[config.mk]
export PLATFORM = sky130hd
export DESIGN_NAME = integer_radix_text_formatter
export DESIGN_NICKNAME = d
export VERILOG_FILES = /design/src/rtl/irtf_pkg.sv /design/src/rtl/integer_radix_text_formatter.sv
export SDC_FILE = /design/constraint.sdc
export NUM_CORES = 1
export LEC_CHECK = 0
export ABC_CLOCK_PERIOD_IN_PS = 7500
export BUFFER_PORTS_ARGS = -buffer_cell sky130_fd_sc_hd__buf_2
export CAP_MARGIN = 25
export CORE_MARGIN = 2
export CORE_UTILIZATION = 30
export CTS_CLUSTER_DIAMETER = 60
export CTS_CLUSTER_SIZE = 24
export DETAILED_ROUTE_END_ITERATION = 16
export GPL_TIMING_DRIVEN = 0
export SYNTH_ARGS = -nofsm -noshare
export SYNTH_HDL_FRONTEND = slang
export SYNTH_SLANG_ARGS = --single-unit
[constraint.sdc]
create_clock -name aclk -period 7.5 [get_ports aclk]
set_input_delay 0.375 -clock aclk [delete_from_list [all_inputs] [get_ports aclk]]
set_output_delay 0.375 -clock aclk [all_outputs]
set_load 0.01 [all_outputs]
[src/rtl/irtf_pkg.sv]
// shared types and constants for the integer radix text formatter
// no dependencies; used by integer_radix_text_formatter
`timescale 1ns / 1ps
`default_nettype none

package irtf_pkg;

    // conversion kinds carried in tuser
    typedef enum logic [2:0] {
        OP_SDEC = 3'd0,
        OP_OCT  = 3'd1,
        OP_UDEC = 3'd2,
        OP_HEXL = 3'd3,
        OP_HEXU = 3'd4
    } op_t;

    localparam int VALUE_W    = 64;
    localparam int OP_W       = 3;
    localparam int WIDTH_W    = 7;
    localparam int PREC_W     = 6;
    localparam int S_TDATA_W  = 88;   // 81 payload bits rounded up to whole bytes
    localparam int M_TDATA_W  = 8;

    localparam int DIG_W      = 4;
    localparam int NUM_DIGITS = 22;   // enough for 64 bits in octal, decimal or hex
    localparam int DIG_IDX_W  = 5;    // index into the digit buffer
    localparam int DCNT_W     = 5;    // digit count 0..22
    localparam int CNT_W      = 7;    // character counts 0..64
    localparam int STEP_W     = 6;    // one step per value bit
    localparam int FIELD_MAX  = 64;

    localparam logic [WIDTH_W-1:0] WIDTH_SAT = WIDTH_W'(FIELD_MAX);

    localparam logic [7:0] CHAR_SPACE = 8'h20;
    localparam logic [7:0] CHAR_PLUS  = 8'h2B;
    localparam logic [7:0] CHAR_MINUS = 8'h2D;
    localparam logic [7:0] CHAR_ZERO  = 8'h30;

    localparam logic [7:0] DIGITS_LOWER [16] = '{
        8'h30, 8'h31, 8'h32, 8'h33, 8'h34, 8'h35, 8'h36, 8'h37,
        8'h38, 8'h39, 8'h61, 8'h62, 8'h63, 8'h64, 8'h65, 8'h66
    };
    localparam logic [7:0] DIGITS_UPPER [16] = '{
        8'h30, 8'h31, 8'h32, 8'h33, 8'h34, 8'h35, 8'h36, 8'h37,
        8'h38, 8'h39, 8'h41, 8'h42, 8'h43, 8'h44, 8'h45, 8'h46
    };

    function automatic logic [7:0] digit_char(input logic [DIG_W-1:0] d, input logic upper);
        digit_char = upper ? DIGITS_UPPER[d] : DIGITS_LOWER[d];
    endfunction

endpackage

`default_nettype wire

[src/rtl/integer_radix_text_formatter.sv]
// printf-style integer field formatter (%d %o %u %x %X), one character per output request
// depends on irtf_pkg
`timescale 1ns / 1ps
`default_nettype none

// usage
//  - input channel s_axis: one request per field; tuser carries the conversion kind,
//    tdata carries the value and the format flags (layout at the port list)
//  - output channel m_axis: one request per character; tdata[7:0] is the ascii code,
//    tlast marks the final character of the field; an empty field or an unknown
//    kind produces no output request at all
//  - the block takes one field at a time: s_axis_tready is high only while idle
//  - decimal kinds run a shift-and-adjust binary to bcd conversion, one value bit per
//    cycle; octal and hex split the value into digits at once
//  - after conversion the scan state finds the digit count and the plan state lays out
//    the field (spaces, sign, zeros, digits, trailing spaces)
//  - then one character per cycle is emitted while m_axis_tready stays high
//  - a field is at most 64 characters long
//  - the output register decouples the sides: the next field is accepted while the
//    last character still waits; a stalled receiver simply freezes character output
//  - reset (aresetn low, synchronous) returns to idle and drops any pending output
module integer_radix_text_formatter (
    input  wire                               aclk,
    input  wire                               aresetn,
    // value_bits[63:0], force_plus[64], left_justify[65], zero_fill[66],
    // min_width[73:67], digit_precision[79:74], has_precision[80], zeros above
    input  wire  [irtf_pkg::S_TDATA_W-1:0]    s_axis_tdata,
    // op[2:0]
    input  wire  [irtf_pkg::OP_W-1:0]         s_axis_tuser,
    input  wire                               s_axis_tvalid,
    output logic                              s_axis_tready,
    // out_char[7:0]
    output logic [irtf_pkg::M_TDATA_W-1:0]    m_axis_tdata,
    // last_char
    output logic                              m_axis_tlast,
    output logic                              m_axis_tvalid,
    input  wire                               m_axis_tready
);

    typedef enum logic [2:0] {
        ST_IDLE,
        ST_CONV,
        ST_SCAN,
        ST_PLAN,
        ST_EMIT
    } state_t;

    // sequencer and field description
    state_t                             state_reg, state_next;
    logic [irtf_pkg::STEP_W-1:0]        step_reg, step_next;
    logic [irtf_pkg::VALUE_W-1:0]       val_reg, val_next;      // magnitude being shifted into bcd
    logic [irtf_pkg::DIG_W-1:0]         dig_reg  [irtf_pkg::NUM_DIGITS];
    logic [irtf_pkg::DIG_W-1:0]         dig_next [irtf_pkg::NUM_DIGITS];
    logic                               neg_reg, neg_next;
    logic                               has_sign_reg, has_sign_next;
    logic                               upper_reg, upper_next;
    logic                               left_reg, left_next;
    logic                               zfill_reg, zfill_next;
    logic                               hasp_reg, hasp_next;
    logic [irtf_pkg::WIDTH_W-1:0]       width_reg, width_next;  // already saturated to 64
    logic [irtf_pkg::PREC_W-1:0]        prec_reg, prec_next;
    logic [irtf_pkg::DCNT_W-1:0]        ndig_reg, ndig_next;

    // remaining characters in each segment, emitted in this order
    logic [irtf_pkg::CNT_W-1:0]         lsp_reg, lsp_next;      // leading spaces
    logic                               sgn_reg, sgn_next;      // sign character
    logic [irtf_pkg::CNT_W-1:0]         lz_reg, lz_next;        // pad zeros plus precision zeros
    logic [irtf_pkg::DCNT_W-1:0]        dcnt_reg, dcnt_next;    // digits, most significant first
    logic [irtf_pkg::CNT_W-1:0]         tsp_reg, tsp_next;      // trailing spaces
    logic [irtf_pkg::CNT_W-1:0]         rem_reg, rem_next;      // characters left in the field

    // output register
    logic                               ovalid_reg, ovalid_next;
    logic [irtf_pkg::M_TDATA_W-1:0]     ochar_reg, ochar_next;
    logic                               olast_reg, olast_next;

    // input field view
    logic [irtf_pkg::VALUE_W-1:0]       in_value;
    irtf_pkg::op_t                      in_op;
    logic                               in_plus, in_left, in_zfill, in_hasp;
    logic [irtf_pkg::WIDTH_W-1:0]       in_width;
    logic [irtf_pkg::PREC_W-1:0]        in_prec;

    logic                               in_fire;
    logic                               produce;

    assign in_value = s_axis_tdata[63:0];
    assign in_op    = irtf_pkg::op_t'(s_axis_tuser);
    assign in_plus  = s_axis_tdata[64];
    assign in_left  = s_axis_tdata[65];
    assign in_zfill = s_axis_tdata[66];
    assign in_width = s_axis_tdata[73:67];
    assign in_prec  = s_axis_tdata[79:74];
    assign in_hasp  = s_axis_tdata[80];

    assign s_axis_tready = (state_reg == ST_IDLE);
    assign in_fire       = s_axis_tvalid && s_axis_tready;
    assign produce       = (state_reg == ST_EMIT) && (!ovalid_reg || m_axis_tready);

    assign m_axis_tvalid = ovalid_reg;
    assign m_axis_tdata  = ochar_reg;
    assign m_axis_tlast  = olast_reg;

    always_comb begin
        logic                               in_neg;
        logic [irtf_pkg::VALUE_W-1:0]       in_mag;
        logic [irtf_pkg::VALUE_W+1:0]       oct_src;
        logic [irtf_pkg::DIG_W-1:0]         adj [irtf_pkg::NUM_DIGITS];
        logic [irtf_pkg::NUM_DIGITS-1:0]    nz;
        logic [irtf_pkg::DCNT_W-1:0]        top;
        logic [irtf_pkg::PREC_W-1:0]        base_w;
        logic [irtf_pkg::PREC_W-1:0]        zeros_w;
        logic [irtf_pkg::CNT_W-1:0]         pad_w;
        logic [irtf_pkg::CNT_W-1:0]         pad_s_w;
        logic [irtf_pkg::CNT_W:0]           total_w;
        logic [irtf_pkg::DIG_IDX_W-1:0]     didx;

        state_next    = state_reg;
        step_next     = step_reg;
        val_next      = val_reg;
        dig_next      = dig_reg;
        neg_next      = neg_reg;
        has_sign_next = has_sign_reg;
        upper_next    = upper_reg;
        left_next     = left_reg;
        zfill_next    = zfill_reg;
        hasp_next     = hasp_reg;
        width_next    = width_reg;
        prec_next     = prec_reg;
        ndig_next     = ndig_reg;
        lsp_next      = lsp_reg;
        sgn_next      = sgn_reg;
        lz_next       = lz_reg;
        dcnt_next     = dcnt_reg;
        tsp_next      = tsp_reg;
        rem_next      = rem_reg;
        ovalid_next   = ovalid_reg;
        ochar_next    = ochar_reg;
        olast_next    = olast_reg;

        in_neg  = (in_op == irtf_pkg::OP_SDEC) && in_value[irtf_pkg::VALUE_W-1];
        in_mag  = in_neg ? (irtf_pkg::VALUE_W'(0) - in_value) : in_value;
        oct_src = {2'b00, in_value};

        // add 3 to every bcd digit of 5 or more before the shift
        for (int i = 0; i < irtf_pkg::NUM_DIGITS; i++) begin
            adj[i] = (dig_reg[i] >= 4'd5) ? dig_reg[i] + 4'd3 : dig_reg[i];
        end

        top = '0;
        for (int i = 0; i < irtf_pkg::NUM_DIGITS; i++) begin
            nz[i] = (dig_reg[i] != '0);
            if (nz[i]) begin
                top = irtf_pkg::DCNT_W'(i + 1);
            end
        end

        base_w  = ({1'b0, ndig_reg} > prec_reg) ? {1'b0, ndig_reg} : prec_reg;
        zeros_w = base_w - {1'b0, ndig_reg};
        pad_w   = (width_reg > {1'b0, base_w}) ? width_reg - {1'b0, base_w} : '0;
        pad_s_w = (pad_w > {6'd0, has_sign_reg}) ? pad_w - {6'd0, has_sign_reg} : '0;
        total_w = '0;

        didx = dcnt_reg - 5'd1;

        if (m_axis_tready) begin
            ovalid_next = 1'b0;
        end

        unique case (state_reg)
            ST_IDLE: begin
                if (in_fire) begin
                    neg_next      = in_neg;
                    has_sign_next = in_neg || ((in_op == irtf_pkg::OP_SDEC) && in_plus);
                    upper_next    = (in_op == irtf_pkg::OP_HEXU);
                    left_next     = in_left;
                    zfill_next    = in_zfill;
                    hasp_next     = in_hasp;
                    width_next    = (in_width > irtf_pkg::WIDTH_SAT) ? irtf_pkg::WIDTH_SAT
                                                                     : in_width;
                    prec_next     = in_prec;
                    val_next      = in_mag;
                    step_next     = '0;
                    case (in_op) inside
                        irtf_pkg::OP_SDEC, irtf_pkg::OP_UDEC: begin
                            for (int i = 0; i < irtf_pkg::NUM_DIGITS; i++) begin
                                dig_next[i] = '0;
                            end
                            state_next = ST_CONV;
                        end
                        irtf_pkg::OP_OCT: begin
                            for (int i = 0; i < irtf_pkg::NUM_DIGITS; i++) begin
                                dig_next[i] = {1'b0, oct_src[3*i +: 3]};
                            end
                            state_next = ST_SCAN;
                        end
                        irtf_pkg::OP_HEXL, irtf_pkg::OP_HEXU: begin
                            for (int i = 0; i < irtf_pkg::NUM_DIGITS; i++) begin
                                dig_next[i] = (i < 16) ? in_value[(4*i) % 64 +: 4] : '0;
                            end
                            state_next = ST_SCAN;
                        end
                        default: begin
                            // unknown kind: field is dropped
                            state_next = ST_IDLE;
                        end
                    endcase
                end
            end

            ST_CONV: begin
                dig_next[0] = {adj[0][2:0], val_reg[irtf_pkg::VALUE_W-1]};
                for (int i = 1; i < irtf_pkg::NUM_DIGITS; i++) begin
                    dig_next[i] = {adj[i][2:0], adj[i-1][3]};
                end
                val_next  = {val_reg[irtf_pkg::VALUE_W-2:0], 1'b0};
                step_next = step_reg + 6'd1;
                if (step_reg == '1) begin
                    state_next = ST_SCAN;
                end
            end

            ST_SCAN: begin
                if (nz == '0) begin
                    // zero prints one digit unless an explicit precision of zero asks for none
                    ndig_next = (hasp_reg && (prec_reg == '0)) ? 5'd0 : 5'd1;
                end else begin
                    ndig_next = top;
                end
                state_next = ST_PLAN;
            end

            ST_PLAN: begin
                sgn_next  = has_sign_reg;
                dcnt_next = ndig_reg;
                if (left_reg) begin
                    lsp_next = '0;
                    lz_next  = {1'b0, zeros_w};
                    tsp_next = pad_s_w;
                end else if (zfill_reg && (pad_w != '0)) begin
                    lsp_next = '0;
                    lz_next  = pad_s_w + {1'b0, zeros_w};
                    tsp_next = '0;
                end else begin
                    lsp_next = pad_s_w;
                    lz_next  = {1'b0, zeros_w};
                    tsp_next = '0;
                end
                total_w = {1'b0, lsp_next} + {7'd0, sgn_next} + {1'b0, lz_next}
                        + {3'd0, dcnt_next} + {1'b0, tsp_next};
                rem_next   = total_w[irtf_pkg::CNT_W-1:0];
                state_next = (total_w == '0) ? ST_IDLE : ST_EMIT;
            end

            ST_EMIT: begin
                if (produce) begin
                    ovalid_next = 1'b1;
                    olast_next  = (rem_reg == 7'd1);
                    rem_next    = rem_reg - 7'd1;
                    if (lsp_reg != '0) begin
                        ochar_next = irtf_pkg::CHAR_SPACE;
                        lsp_next   = lsp_reg - 7'd1;
                    end else if (sgn_reg) begin
                        ochar_next = neg_reg ? irtf_pkg::CHAR_MINUS : irtf_pkg::CHAR_PLUS;
                        sgn_next   = 1'b0;
                    end else if (lz_reg != '0) begin
                        ochar_next = irtf_pkg::CHAR_ZERO;
                        lz_next    = lz_reg - 7'd1;
                    end else if (dcnt_reg != '0) begin
                        ochar_next = irtf_pkg::digit_char(dig_reg[didx], upper_reg);
                        dcnt_next  = dcnt_reg - 5'd1;
                    end else begin
                        ochar_next = irtf_pkg::CHAR_SPACE;
                        tsp_next   = tsp_reg - 7'd1;
                    end
                    if (rem_reg == 7'd1) begin
                        state_next = ST_IDLE;
                    end
                end
            end

            default: begin
                state_next = ST_IDLE;
            end
        endcase
    end

    always_ff @(posedge aclk) begin
        if (!aresetn) begin
            state_reg  <= ST_IDLE;
            ovalid_reg <= 1'b0;
            rem_reg    <= '0;
            lsp_reg    <= '0;
            sgn_reg    <= 1'b0;
            lz_reg     <= '0;
            dcnt_reg   <= '0;
            tsp_reg    <= '0;
            step_reg   <= '0;
        end else begin
            state_reg  <= state_next;
            ovalid_reg <= ovalid_next;
            rem_reg    <= rem_next;
            lsp_reg    <= lsp_next;
            sgn_reg    <= sgn_next;
            lz_reg     <= lz_next;
            dcnt_reg   <= dcnt_next;
            tsp_reg    <= tsp_next;
            step_reg   <= step_next;
        end
        val_reg      <= val_next;
        dig_reg      <= dig_next;
        neg_reg      <= neg_next;
        has_sign_reg <= has_sign_next;
        upper_reg    <= upper_next;
        left_reg     <= left_next;
        zfill_reg    <= zfill_next;
        hasp_reg     <= hasp_next;
        width_reg    <= width_next;
        prec_reg     <= prec_next;
        ndig_reg     <= ndig_next;
        ochar_reg    <= ochar_next;
        olast_reg    <= olast_next;
    end

    // while emitting, the character budget matches the sum of the open segments
    assert property (@(posedge aclk) disable iff (!aresetn)
        (state_reg == ST_EMIT) |->
            ({1'b0, rem_reg} == ({1'b0, lsp_reg} + {7'd0, sgn_reg} + {1'b0, lz_reg}
                               + {3'd0, dcnt_reg} + {1'b0, tsp_reg})))
        else $error("segment counts disagree with remaining characters");

    // a field never runs past 64 characters and never emits from an empty budget
    assert property (@(posedge aclk) disable iff (!aresetn)
        (state_reg == ST_EMIT) |-> ((rem_reg != '0) && (rem_reg <= 7'd64)))
        else $error("remaining character count out of range");

    // the final character of a field returns the sequencer to idle
    assert property (@(posedge aclk) disable iff (!aresetn)
        (produce && (rem_reg == 7'd1)) |=> (state_reg == ST_IDLE) && m_axis_tvalid && m_axis_tlast)
        else $error("last character did not end the field");

endmodule

`default_nettype wire
==> After elaboration in Yosys (flattened, before gate mapping) <==
Memories as Yosys holds them, arrays and structs flattened.
Cells that the tools add are included.
{ "totals": {"reg_bits": 222, "latchBits": 0, "ram_bits": 0, "romBits": 256, "in_bits": 95, "out_inout_bits": 11, "word_cells": 295, "n_memories": 2} }
{ "op_classes": {"add_sub_neg": 36, "mul": 0, "div": 0, "magnitude_cmp": 28, "n_eq_ne": 21, "shift": 0, "mux": 110, "n_bitwise": 2, "reduce_logical": 54} }
{ "mem_list": {"columns": ["memory", "words", "width", "rd", "rd_ports_with_merged_regs", "write_ports", "line", "rtl"], "rows": [
  ["(no name shown)", 16, 8, 1, 0, 0, "irtf_pkg.sv:49", "digit_char = upper ? DIGITS_UPPER[d] : DIGITS_LOWER[d];"],
  ["(no name shown)", 16, 8, 1, 0, 0, "irtf_pkg.sv:49", null]
]} }
{ "ops": {"columns": ["operator", "count"], "rows": [
  ["2-to-1 mux 88 bit", 4],
  ["case mux 88 bit (2 select lines)", 1],
  ["2-to-1 mux 64 bit", 2],
  ["case mux 64 bit (2 select lines)", 1],
  ["2-to-1 mux 7 bit", 17],
  ["2-to-1 mux 4 bit", 27],
  [">= comparator 4 x 3 -> 1 bit (second input constant)", 22],
  ["nonzero test 4 bit", 22],
  ["2-to-1 mux 5 bit", 17],
  ["adder 4 x 2 -> 4 bit (second input constant)", 21],
  ["2-to-1 mux 8 bit", 8],
  ["subtractor 1 x 64 -> 64 bit (first input constant)", 1],
  ["case mux 7 bit (2 select lines)", 3],
  ["2-to-1 mux 3 bit", 11],
  ["zero test 22 bit", 1],
  ["nonzero test 7 bit", 3],
  ["subtractor 7 x 1 -> 7 bit (second input constant)", 3],
  ["binary-select mux 4 bit (select 5 bit)", 1],
  ["adder 8 x 7 -> 8 bit", 2],
  ["case mux 3 bit (5 select lines)", 1],
  ["== test 3 x 2 -> 1 bit (second input constant)", 4],
  ["2-to-1 mux 6 bit", 2],
  ["case mux 6 bit (2 select lines)", 1],
  ["2-to-1 mux 2 bit", 5],
  ["41 further kinds", 71]
]} }

==> Logic depth before layout (Yosys ltp) <==
Gate-level depths: netlist (run 1).
{ "logic_depth": {"depth_word": 24, "mapped_depth": 39, "depth_no_buf": 38} }

==> Least setup slack after synthesis (run 1) <==
OpenSTA, ideal clock, no wires.
{ "synth_path": {"kind": "register to register", "startpoint": "register ndig_reg[1] in the netlist's numbering", "endpoint": "register state_reg[2]", "setup_time_ns": 0.123, "t_arrival_ns": 7.203, "path_slack_ns": 0.174, "stages_incl_launch_ff": 38, "path_buffers": 2, "synth_period_minus_slack_ns": 7.326, "cell_sequence": "edfxtp_1 ha_1 nor2b_1 o21ai_0 nand2b_1 a21oi_1 nor2b_1 o221ai_1 clkbuf_1 a21oi_1 ha_1 clkbuf_1 a21oi_1 nor2b_1 o31ai_1 a21oi_1 inv_1 ha_1 (+2 left out) a21oi_1 ha_1 inv_1 fa_1 inv_1 a21o_1 a21oi_1 o21bai_1 a21oi_1 o21ai_0 a21boi_0 fa_1 ha_1 ha_1 a21oi_1 xnor2_1 and3_1 a21oi_1"} }
{ "synth_between": {"elab_chain_cells": 16, "elab_cells_between_ends": 27} }
{ "synth_lines": {"columns": ["item", "line", "rtl"], "rows": [
  ["start: declaration", "integer_radix_text_formatter.sv:62", "logic [irtf_pkg::DCNT_W-1:0] ndig_reg, ndig_next;"],
  ["start signal: assignment", "integer_radix_text_formatter.sv:320", "ndig_reg <= ndig_next;"],
  ["greater-than comparator 5 x 6 -> 1 bit", "integer_radix_text_formatter.sv:158", "base_w = ({1'b0, ndig_reg} > prec_reg) ? {1'b0, ndig_reg} : prec_reg;"],
  ["2-to-1 mux 6 bit", "integer_radix_text_formatter.sv:158", null],
  ["subtractor 7 x 6 -> 7 bit / greater-than comparator 7 x 6 -> 1 bit (equally long branches)", "integer_radix_text_formatter.sv:160", "pad_w = (width_reg > {1'b0, base_w}) ? width_reg - {1'b0, base_w} : '0;"],
  ["2-to-1 mux 7 bit", "integer_radix_text_formatter.sv:160", null],
  ["subtractor 7 x 1 -> 7 bit, or another cell as far along", "integer_radix_text_formatter.sv:161", "pad_s_w = (pad_w > {6'd0, has_sign_reg}) ? pad_w - {6'd0, has_sign_reg} : '0;"],
  ["2-to-1 mux 7 bit / logical AND 1 bit (equally long branches)", "integer_radix_text_formatter.sv:161, integer_radix_text_formatter.sv:240", null],
  ["2-to-1 mux 7 bit / adder 7 x 6 -> 7 bit (equally long branches)", "integer_radix_text_formatter.sv:240, integer_radix_text_formatter.sv:242", null],
  ["2-to-1 mux 7 bit (on tied branches)", "integer_radix_text_formatter.sv:236, integer_radix_text_formatter.sv:240", null],
  ["2-to-1 mux 7 bit (on tied branches)", "integer_radix_text_formatter.sv:170, integer_radix_text_formatter.sv:236", null],
  ["adder 7 x 1 -> 8 bit / 2-to-1 mux 7 bit (equally long branches)", "integer_radix_text_formatter.sv:249, integer_radix_text_formatter.sv:170", null],
  ["adder 8 x 7 -> 8 bit", "integer_radix_text_formatter.sv:249", "total_w = {1'b0, lsp_next} + {7'd0, sgn_next} + {1'b0, lz_next}"],
  ["adder 8 x 5 -> 8 bit", "integer_radix_text_formatter.sv:250", "+ {3'd0, dcnt_next} + {1'b0, tsp_next};"],
  ["adder 8 x 7 -> 8 bit *", "integer_radix_text_formatter.sv:250", null],
  ["zero test 8 bit *", "integer_radix_text_formatter.sv:252", "state_next = (total_w == '0) ? ST_IDLE : ST_EMIT;"],
  ["2-to-1 mux 3 bit *", "integer_radix_text_formatter.sv:252", null],
  ["case mux 3 bit (5 select lines) *", "integer_radix_text_formatter.sv:170", "unique case (state_reg)"],
  ["end signal: assignment", "integer_radix_text_formatter.sv:300", "state_reg <= state_next;"],
  ["end: declaration", "integer_radix_text_formatter.sv:49", "state_t state_reg, state_next;"]
]} }
Mark *: on every way between the ends. The rest lies on a longest branch, timed or not. The select of a mux whose other input is x is not followed.
A chain may end at the register's enable or synchronous reset.

==> Worst setup path in the final report (run 1) <==
Same ends and word-level chain as after synthesis.

==> results by group, run 1 <==
Hold path
  • Worst hold path startpoint: s_axis_tdata[72]
  • Min-Delay Path Class: in2reg
  • Hold endpoint: width_reg[5]
  • WHS Path Cells: 2

STA
  • Max-slew headroom: 0.339
  • Worst-Margin Slew: 0.982 ns
  • Final setup skew: 0.0642 ns
  • Slew Limit Fails: 0
  • RSZ-0062 raised after global routing: yes
  • Max Freq: 139 MHz
  • Hold WS: 0.119 ns
  • Tmin final: 7.20 ns
  • Final setup violation count: 0
  • Fin. Hold Viols: 0
  • Tcrit/Tclk final: 0.961

GRT
  • All-layer global routing usage: 0.182
  • Vias in the first global route: 14.5k
  • Maximum number of pins on one net before global-route repair: 65
  • First-pass GRT wire length: 81,100 um
  • Gr ovfl total: 0
  • Initial antenna violation count: 0

Floorplan
  • Starting Density: 0.303
  • Core Rows: 85
  • Chip height: 238 um
  • Chip Width: 238 um
  • Core Area: 0.0539 sq mm
  • Area of the die: 0.0564 sq mm
  • IO Count: 106

Critical path
  • Max incr delay on CP: 0.56 ns
  • Cell mode on critical path: inv_1
  • WP data required: 7.94 ns
  • RR Endpoint: state_reg[2]
  • FF-to-FF setup slack: 0.30 ns
  • Slowest stage cell, crit path: fa_1
  • CP endpoint kind: register
  • Max FO, Critical Path: 7
  • FF-to-FF Start: ndig_reg[1]
  • Arrival time worst endpoint: 7.64 ns
  • Worst-case reg-to-reg path depth: 37
  • CP Launch Type: register
  • Type of the worst setup path: reg2reg

Power
  • LEAKAGE: 7.06 nW
  • Worst vdd ir: 0.332 mV
  • Total power: 7.19 mW
  • Pwr dens: 373 mW/mm^2

CTS
  • Clock sink count: 221
  • TritonCTS clock tree: done
  • Root buffer cell: clkbuf_16
  • H-tree depth: 1
  • Skew-Pair Late Insertion Delay: 0.61 ns
  • Total CTS buffers: 26
  • Clock buffer depth: 3
  • Worst-path clk slew: 0.07 ns

Yosys
  • Async set or reset register ratio after synthesis: 0
  • Synth area leaders: edfxtp_1 (34%), ha_1 (7.2%), a21oi_1 (5.4%), o21ai_0 (4.6%), dfxtp_1 (4.5%)
  • Syn Std Cell Area: 0.0164 sq mm
  • Synthesized net count: 1,985
  • Sequential fraction of the synthesis area: 0.383
  • Post-synth EDFFs: 184
  • Syn Inst Count: 1,781
  • Area fraction of the dominant cell type after synthesis: 0.338
  • Number of synthesized register bits: 221
  • Most frequent cell after synthesis: edfxtp_1
  • Yosys top cell by area: edfxtp_1
  • Most frequent cells after synthesis: edfxtp_1 (184), a21oi_1 (178), nand2_1 (166), nor2_1 (156), o21ai_0 (151)
  • Post-synthesis cell type count: 86
  • Syn avg cell area: 9.19 sq um
  • Top_reg_cell synth: edfxtp_1
  • YS warnings: 0

Routing
  • DRC Markers: 0
  • Post-route ant nets: 0
  • Wire per inst: 19.5 um
  • First-pass detailed-route iteration total: 5
  • WL final: 52,000 um
  • DR vias/cell: 5.40
  • Routed via count: 14.4k
  • Starting DRT DRC Count: 1,027

Placement
  • I/O Buffers: 95
  • DP HPWL: 38,700 um
  • GPL Wtd Cong: 0.886

Finish
  • FF+latch area: 0.00627 sq mm
  • Synth-to-Final Area Change: 18.0%
  • Multi-input logic area: 0.00968 sq mm
  • Nets: 2,148
  • Fraction of layout cells with a size suffix above 1: 0.145
  • # fillers: 5,501
  • Max reg flops: 88

Flow run
  • Max Cap Violations: 0

Run status
  • Run status: finished, final reports clean
[repair_timing]
item	in CTS	in global routing
setup buffers	14	19
endpoints found under the setup margin	7	5
pin swaps	11	22
hold buffers	9	0
resized for setup	43	20
hold endpoints to repair	9	0
cloned	0	0
[worst max-delay path: cells and delay by family, from the launching register on]
family	cells	cell delay (ns)
buf+inv	7	0.68
fa+ha+maj	7	2.13
compound gates	14	2.43
flops	1	0.50
mux	1	0.15
simple gates	6	0.83
xor+xnor	2	0.31
[where the power goes]
| part | internal (mW) | switching, mW | leakage, nW |
|---|---|---|---|
| Combinational | 1.63 | 2.24 | 4.56 |
| Clock | 0.705 | 0.624 | 0.431 |
| Sequential | 1.76 | 0.235 | 2.07 |
| Total | 4.10 | 3.10 | 7.06 |
[worst max path at each step]
stage,start,endpoint,slack (ns),cells past startpoint
floorplan,ndig_reg[1],state_reg[2],0.17,37
global placement,ndig_reg[1],state_reg[2],-1.12,37
detailed placement,ndig_reg[1],state_reg[2],-1.28,37
CTS,ndig_reg[1],state_reg[2],0.02,35
global route,ndig_reg[1],state_reg[2],-0.08,37
finish,ndig_reg[1],state_reg[2],0.30,37
[layout by cell type, fill, tap and decap left out, types with 17 or more instances in the layout]
cell,instances
nand2b_1,32
clkbuf_1,63
buf_2,101
a21o_1,17
a21oi_1,171
inv_1,106
o21ai_0,151
nor2_1,154
buf_4,36
edfxtp_1,184
nor3_1,28
nand2_1,165
mux4_2,20
o22ai_1,46
nand3_1,24
xor2_1,47
clkbuf_16,26
mux2i_1,56
xnor2_1,61
ha_1,85
nor3b_1,46
dfxtp_1,37
[metrics by stage]
| stage | setup WS (ns) | instance area [sq um] | utilization | std cells | TNS, ns |
|---|---|---|---|---|---|
| 5_1_grt | -0.0769 | 19300 | 0.358 | 2660 | -0.140 |
| 3_3_place_gp | -1.12 | 17700 | 0.328 | 2572 | -3.75 |
| 6_report | 0.296 | 19300 | 0.358 | 2661 | 0 |
| 2_1_floorplan | 0.174 | 16400 | - | 1781 | 0 |
| 3_5_place_dp | -1.28 | 17800 | 0.330 | 2575 | -4.78 |
| 4_1_cts | 0.0151 | 19000 | 0.353 | 2641 | 0 |
[area by class of cell]
class                      instances  area share
antenna                            1    0.000130
buffer                            78      0.0170
clock buffer                      28      0.0341
clock inverter                    20      0.0120
inverter                         109      0.0213
multi-input combinational       1367       0.501
sequential                       221       0.324
tap                              696      0.0451
timing repair buffer             141      0.0450
[cell families after synthesis]
logic type / Yosys count / share of synthesized area
DFF: 221 / 0.383
AOI/OAI and AO/OA: 503 / 0.181
and+or+nand+nor: 559 / 0.174
adders and majority gates: 109 / 0.0902
xor gates and xnor gates: 110 / 0.0589
buffers and inverters: 193 / 0.0458
muxes: 85 / 0.0677
other: 1 / 0.000229
[routing by layer]
layer | global-route usage | share of wire | vias to the layer above
li1 | - | - | 6807
met1 | 0.232 | 0.43 | 6960
met2 | 0.297 | 0.46 | 462
met3 | 0.0272 | 0.053 | 144
met4 | 0.0970 | 0.056 | 0
met5 | 0 | 0 | -
Note: power is estimated with default switching activity, not from simulation.
==> inputs of run 2 (changes only) <==
- PLACE_DENSITY_LB_ADDON: unset -> 0.15
==> run 2 against run 1 <==
Net effect: design area increased by 1.5%; clock power increased by 29%; non-clock buffer count decreased by 6; fmax increased by 0.84%; first-iteration DRC count decreased by 20%; wire length increased by 6.1%; final cell count increased by 0.26%; register-to-register slack improved by 0.06 ns; sequential power about the same; power increased by 6.2%; critical path type unchanged; highest routed layer unchanged.
==> results by group, run 2 (synthesized netlist as in run 1, its figures left out) <==
Run status
  • Run status: finished, final reports clean (unchanged)

Finish
  • Commonest non-fill, non-tap cell in the layout: edfxtp_1 (unchanged)
  • Final cell count without fillers: 2,668 (was 2,661)
  • Nets: 2,150 (was 2,148)
  • Fraction of layout cells with a size suffix above 1: 0.150 (was 0.145)
  • Synth-to-Final Area Change: 19.9% (was 18.0%)
  • Final core occ: 0.364 (was 0.358)
  • Commonest non-fill, non-tap cells in the layout: edfxtp_1 (184), a21oi_1 (167), nand2_1 (165) (was edfxtp_1 (184), a21oi_1 (171), nand2_1 (165))
  • N_diodes: 0 (was 1)
  • Max reg flops: 88 (unchanged)

STA
  • Hold WS: 0.124 ns (was 0.119 ns)
  • Slew Limit Fails: 0 (unchanged)
  • Final setup TNS: 0 ns (unchanged)
  • Max-slew headroom: 0.295 (was 0.339)
  • Final setup violation count: 0 (unchanged)
  • Final setup skew: 0.0247 ns (was 0.0642 ns)
  • Fin. Hold Viols: 0 (unchanged)
  • Tmin final: 7.14 ns (was 7.20 ns)
  • Tcrit/Tclk final: 0.953 (was 0.961)
  • Worst-Margin Slew: 1.06 ns (was 0.982 ns)
  • Max Freq: 140 MHz (was 139 MHz)

Floorplan
  • Chip Width: 238 um (unchanged)
  • Area of the die: 0.0564 sq mm (unchanged)
  • Core Rows: 85 (unchanged)
  • IO Count: 106 (unchanged)
  • Starting Density: 0.303 (unchanged)
  • Chip height: 238 um (unchanged)
  • Core Area: 0.0539 sq mm (unchanged)

Critical path
  • CP Launch Type: register (unchanged)
  • Max incr delay on CP: 0.48 ns (was 0.56 ns)
  • Slowest stage cell, crit path: fa_1 (unchanged)
  • Cell mode on critical path: a21oi_2 (was inv_1)
  • Arrival time worst endpoint: 7.57 ns (was 7.64 ns)
  • WP data required: 7.92 ns (was 7.94 ns)
  • FF-to-FF setup slack: 0.36 ns (was 0.30 ns)
  • Type of the worst setup path: reg2reg (unchanged)
  • CP endpoint kind: register (unchanged)
  • Max FO, Critical Path: 7 (unchanged)

Power
  • Switch Pwr: 3.19 mW (was 3.10 mW)
  • Total power: 7.64 mW (was 7.19 mW)
  • Clock power frac: 0.225 (was 0.185)
  • Internal power: 4.44 mW (was 4.10 mW)
  • Net switching fraction of the power: 0.418 (was 0.431)
  • LEAKAGE: 7.18 nW (was 7.06 nW)
  • Pwr dens: 390 mW/mm^2 (was 373 mW/mm^2)
  • Proportion of power drawn by combinational gates: 0.515 (was 0.539)
  • Worst vdd ir: 0.382 mV (was 0.332 mV)
  • Reg power frac: 0.261 (was 0.277)

Routing
  • Starting DRT DRC Count: 820 (was 1,027)
  • DRC Markers: 0 (unchanged)
  • WL final: 55,200 um (was 52,000 um)
  • First-pass detailed-route iteration total: 5 (unchanged)
  • Routed via count: 14.2k (was 14.4k)
  • Post-route ant nets: 0 (unchanged)
  • Wire per inst: 20.7 um (was 19.5 um)
  • DR vias/cell: 5.33 (was 5.40)

GRT
  • First-pass GRT wire length: 83,600 um (was 81,100 um)
  • Gr ovfl total: 0 (unchanged)
  • Initial antenna violation count: 0 (unchanged)
  • Maximum number of pins on one net before global-route repair: 60 (was 65)
  • All-layer global routing usage: 0.193 (was 0.182)
  • Vias in the first global route: 13.8k (was 14.5k)

Placement
  • I/O Buffers: 95 (unchanged)
  • GPL Wtd Cong: 0.845 (was 0.886)
  • Placed insts: 2,578 (was 2,575)
  • DP HPWL: 41,200 um (was 38,700 um)

CTS
  • H-tree depth: 2 (was 1)
  • Root buffer cell: clkbuf_16 (unchanged)
  • Clock buffer depth: 3 (unchanged)
  • Clock sink count: 221 (unchanged)
  • TritonCTS clock tree: done (unchanged)
  • Total CTS buffers: 34 (was 26)
  • Worst-path clk slew: 0.06 ns (was 0.07 ns)
  • Skew-Pair Late Insertion Delay: 0.57 ns (was 0.61 ns)

Hold path
  • Min-Delay Path Class: in2reg (unchanged)

Flow run
  • Max Cap Violations: 0 (unchanged)
==> run 2: worst max-delay path, delay by kind of cell, from the launching register on <==
kind / cells / cell delay [ns]
adder cells (fa/ha/maj): 8 / 2.42
AO/OA/AOI/OAI: 14 / 2.21
AND/OR/NAND/NOR: 7 / 1.06
buffers and inverters: 6 / 0.63
flip-flops: 1 / 0.42
XOR/XNOR: 1 / 0.27
==> run 2: area by class of cell <==
type                    count  area (sq um)
clock buffers              39           911
well taps                 696           871
clock inverters            23           287
inverters                 109           412
multi-input cells        1367          9680
plain buffers              78           328
repair buffers            135           860
fillers                  5437         34300
flip-flops and latches    221          6270
==> run 2: path summary, 6_finish.rpt <==
check,start,to,cells after the start
setup / recovery,prec_reg[1],rem_reg[6],36
hold / removal,s_axis_tdata[64],has_sign_reg,2
setup reg to reg,prec_reg[1],rem_reg[6],36
hold reg to reg,step_reg[5],step_reg[5],1
==> run 2: power groups by stage <==
stage / Sequential [mW] / Combinational, mW / Clock (mW)
final: 1.99 / 3.93 / 1.72
after global routing: 2.03 / 4.36 / 1.80
after CTS: 1.99 / 3.62 / 1.76
after detailed placement: 2.01 / 3.49 / 0
after global placement: 2.04 / 3.40 / 0
after floorplan: 1.94 / 2.53 / 0
==> run 2: what timing repair did <==
action,CTS,global route
pin swaps,6,23
setup endpoints to repair,7,5
gates cloned,0,1
buffers inserted,7,17
endpoints found under the hold margin,9,0
gates resized for setup,36,31
hold buffers,9,0
==> run 2: routing by layer <==
layer / global-route usage / wire length (um) / up-vias
met5: 0 / 0 / -
met4: 0.0625 / 1560 / 0
met3: 0.0208 / 2450 / 83
met2: 0.335 / 27000 / 389
met1: 0.252 / 24200 / 6907
li1: - / - / 6831
==> run 2: through the flow <==
step / setup slack [ns] / area [sq um]
6_report: 0.356 / 19600
4_1_cts: 0.00137 / 19300
5_1_grt: -0.0568 / 19600
2_1_floorplan: 0.174 / 16400
3_5_place_dp: -1.54 / 17800
3_3_place_gp: -1.43 / 17700
==> inputs of run 3 (changes only) <==
- ABC_CLOCK_PERIOD_IN_PS: 7500 -> 7150
- REMOVE_ABC_BUFFERS: unset -> 1
- clock period: 7.5 -> 7.15 ns (I/O delays scaled with it)
==> run 3 against run 2 <==
Net effect: count of clock-buffer cells in the layout down 3; first-iteration DRC count down 15%; clock skew up 0.0030 ns; critical path type unchanged; largest power group unchanged; highest routed layer unchanged; fmax up 3.8%.
==> results by group, run 3 (synthesized netlist as in run 1, its figures left out) <==
Hold path
  • Min-Delay Path Class: in2reg (unchanged)

STA
  • Fin. Hold Viols: 0 (unchanged)
  • RSZ-0062 raised after global routing: yes
  • Tmin final: 6.88 ns (was 7.14 ns)
  • Worst-Margin Slew: 0.997 ns (was 1.06 ns)
  • Tcrit/Tclk final: 0.962 (was 0.953)
  • Max Freq: 145 MHz (was 140 MHz)
  • Max-slew headroom: 0.334 (was 0.295)
  • Final setup violation count: 0 (unchanged)
  • Final setup skew: 0.0277 ns (was 0.0247 ns)
  • Slew Limit Fails: 0 (unchanged)
  • Final setup TNS: 0 ns (unchanged)

GRT
  • Gr ovfl total: 0 (unchanged)
  • Initial antenna violation count: 0 (unchanged)
  • Vias in the first global route: 13.5k (was 13.8k)
  • Maximum number of pins on one net before global-route repair: 57 (was 60)
  • All-layer global routing usage: 0.172 (was 0.193)
  • First-pass GRT wire length: 76,100 um (was 83,600 um)

Finish
  • Nets: 2,112 (was 2,150)
  • Synth-to-Final Area Change: 21.8% (was 19.9%)
  • Max reg flops: 88 (unchanged)
  • Fraction of layout cells with a size suffix above 1: 0.183 (was 0.150)
  • Design area: 0.0199 sq mm (was 0.0196 sq mm)
  • N_diodes: 0 (unchanged)
  • Commonest non-fill, non-tap cell in the layout: edfxtp_1 (unchanged)
  • Final cell count without fillers: 2,630 (was 2,668)
  • Commonest non-fill, non-tap cells in the layout: edfxtp_1 (184), nand2_1 (164), a21oi_1 (162) (was edfxtp_1 (184), a21oi_1 (167), nand2_1 (165))

Critical path
  • Max incr delay on CP: 0.48 ns (about the same)
  • CP Launch Type: register (unchanged)
  • Slowest stage cell, crit path: edfxtp_1 (was fa_1)
  • Arrival time worst endpoint: 7.30 ns (was 7.57 ns)
  • CP endpoint kind: register (unchanged)
  • Cell mode on critical path: a21oi_2 (unchanged)
  • Type of the worst setup path: reg2reg (unchanged)
  • Max FO, Critical Path: 5 (was 7)
  • WP data required: 7.58 ns (was 7.92 ns)

CTS
  • H-tree depth: 2 (unchanged)
  • Skew-Pair Late Insertion Delay: 0.56 ns (was 0.57 ns)
  • Clock buffer depth: 3 (unchanged)
  • TritonCTS clock tree: done (unchanged)
  • Root buffer cell: clkbuf_16 (unchanged)
  • Worst-path clk slew: 0.06 ns (about the same)
  • Clock sink count: 221 (unchanged)
  • Total CTS buffers: 35 (was 34)

Floorplan
  • IO Count: 106 (unchanged)
  • Core Rows: 85 (unchanged)
  • Chip Width: 238 um (unchanged)
  • Starting Density: 0.303 (unchanged)
  • Chip height: 238 um (unchanged)
  • Area of the die: 0.0564 sq mm (unchanged)
  • Core Area: 0.0539 sq mm (unchanged)

Flow run
  • Max Cap Violations: 0 (unchanged)

Routing
  • DR vias/cell: 5.26 (was 5.33)
  • First-pass detailed-route iteration total: 6 (was 5)
  • Starting DRT DRC Count: 699 (was 820)
  • Wire per inst: 18.8 um (was 20.7 um)
  • Routed via count: 13.8k (was 14.2k)
  • Post-route ant nets: 0 (unchanged)
  • DRC Markers: 0 (unchanged)
  • WL final: 49,400 um (was 55,200 um)

Power
  • Clock power frac: 0.214 (was 0.225)
  • Pwr dens: 415 mW/mm^2 (was 390 mW/mm^2)
  • Switch Pwr: 3.38 mW (was 3.19 mW)
  • Internal power: 4.89 mW (was 4.44 mW)
  • Proportion of power drawn by combinational gates: 0.531 (was 0.515)
  • LEAKAGE: 7.33 nW (was 7.18 nW)
  • Reg power frac: 0.255 (was 0.261)
  • Net switching fraction of the power: 0.409 (was 0.418)
  • Worst vdd ir: 0.247 mV (was 0.382 mV)

Placement
  • Placed insts: 2,512 (was 2,578)
  • DP HPWL: 35,700 um (was 41,200 um)
  • GPL Wtd Cong: 0.796 (was 0.845)
  • I/O Buffers: 97 (was 95)
  • Post-place instance area: 0.0178 sq mm (about the same)

Run status
  • Run status: finished, final reports clean (unchanged)
==> run 3: cell types whose count changed in the layout (fill, tap and decap cells not counted), moves of 4 or more <==
cell,previous run,this run
buf_1,7,0
buf_16,2,6
buf_2,101,97
clkbuf_1,63,1
buf_6,2,12
inv_1,105,101
buf_4,27,44
inv_6,2,11
inv_2,2,6
a21oi_1,167,162
==> run 3: area by class of cell <==
cell class | instances | area, sq um
fillers | 5422 | 34000
multi-input cells | 1368 | 9910
flip-flops and latches | 221 | 6270
repair buffers | 173 | 1300
clock buffers | 36 | 880
well taps | 696 | 871
inverters | 109 | 412
clock inverters | 27 | 292
==> run 3: path summary, 6_finish.rpt <==
check / slack, ns / end / startpoint / cells past startpoint
worst max-delay path: 0.27 / state_reg[2] / ndig_reg[1] / 37
worst min-delay path: 0.11 / width_reg[6] / s_axis_tdata[73] / 1
worst max register to register: 0.27 / state_reg[2] / ndig_reg[1] / 37
worst min register to register: 0.46 / step_reg[5] / step_reg[5] / 1
==> run 3: worst max-delay path: cells and delay by family, from the launching register on <==
| kind | cells | cell delay (ns) |
|---|---|---|
| buffers and inverters | 4 | 0.31 |
| adders and majority gates | 8 | 2.38 |
| xor gates and xnor gates | 1 | 0.13 |
| DFF | 1 | 0.48 |
| AOI/OAI and AO/OA | 15 | 2.16 |
| and+or+nand+nor | 9 | 1.25 |
==> run 3: routing by layer <==
layer,GRT usage,share of wire
met1,0.219,0.45
met2,0.296,0.48
met3,0.0228,0.035
met4,0.0644,0.033
met5,0,0
==> run 3: repair_timing <==
action | CTS | global route
pin swaps | 17 | 45
hold endpoints to repair | 9 | 0
setup buffers | 17 | 28
endpoints found under the setup margin | 12 | 6
gates cloned | 1 | 0
hold buffers | 9 | 0
gates resized for setup | 39 | 62
==> run 3: power by group through the flow <==
stage / logic [mW] / registers [mW] / clock network (mW)
finish: 4.39 / 2.11 / 1.77
global route: 4.87 / 2.15 / 1.86
CTS: 3.78 / 2.10 / 1.83
detailed placement: 3.53 / 2.13 / 0
global placement: 3.44 / 2.16 / 0
floorplan: 2.62 / 2.05 / 0
==> run 3: metrics by stage <==
step / util / hold slack [ns] / total power, mW / setup slack [ns]
finish: 0.369 / 0.110 / 8.26 / 0.271
global route: 0.369 / 0.115 / 8.88 / -0.0644
CTS: 0.359 / 0.0824 / 7.71 / 0.00667
detailed placement: 0.330 / 0.444 / 5.66 / -2.13
global placement: 0.322 / 0.440 / 5.60 / -7.55
floorplan: - / 0.421 / 4.67 / -1.88
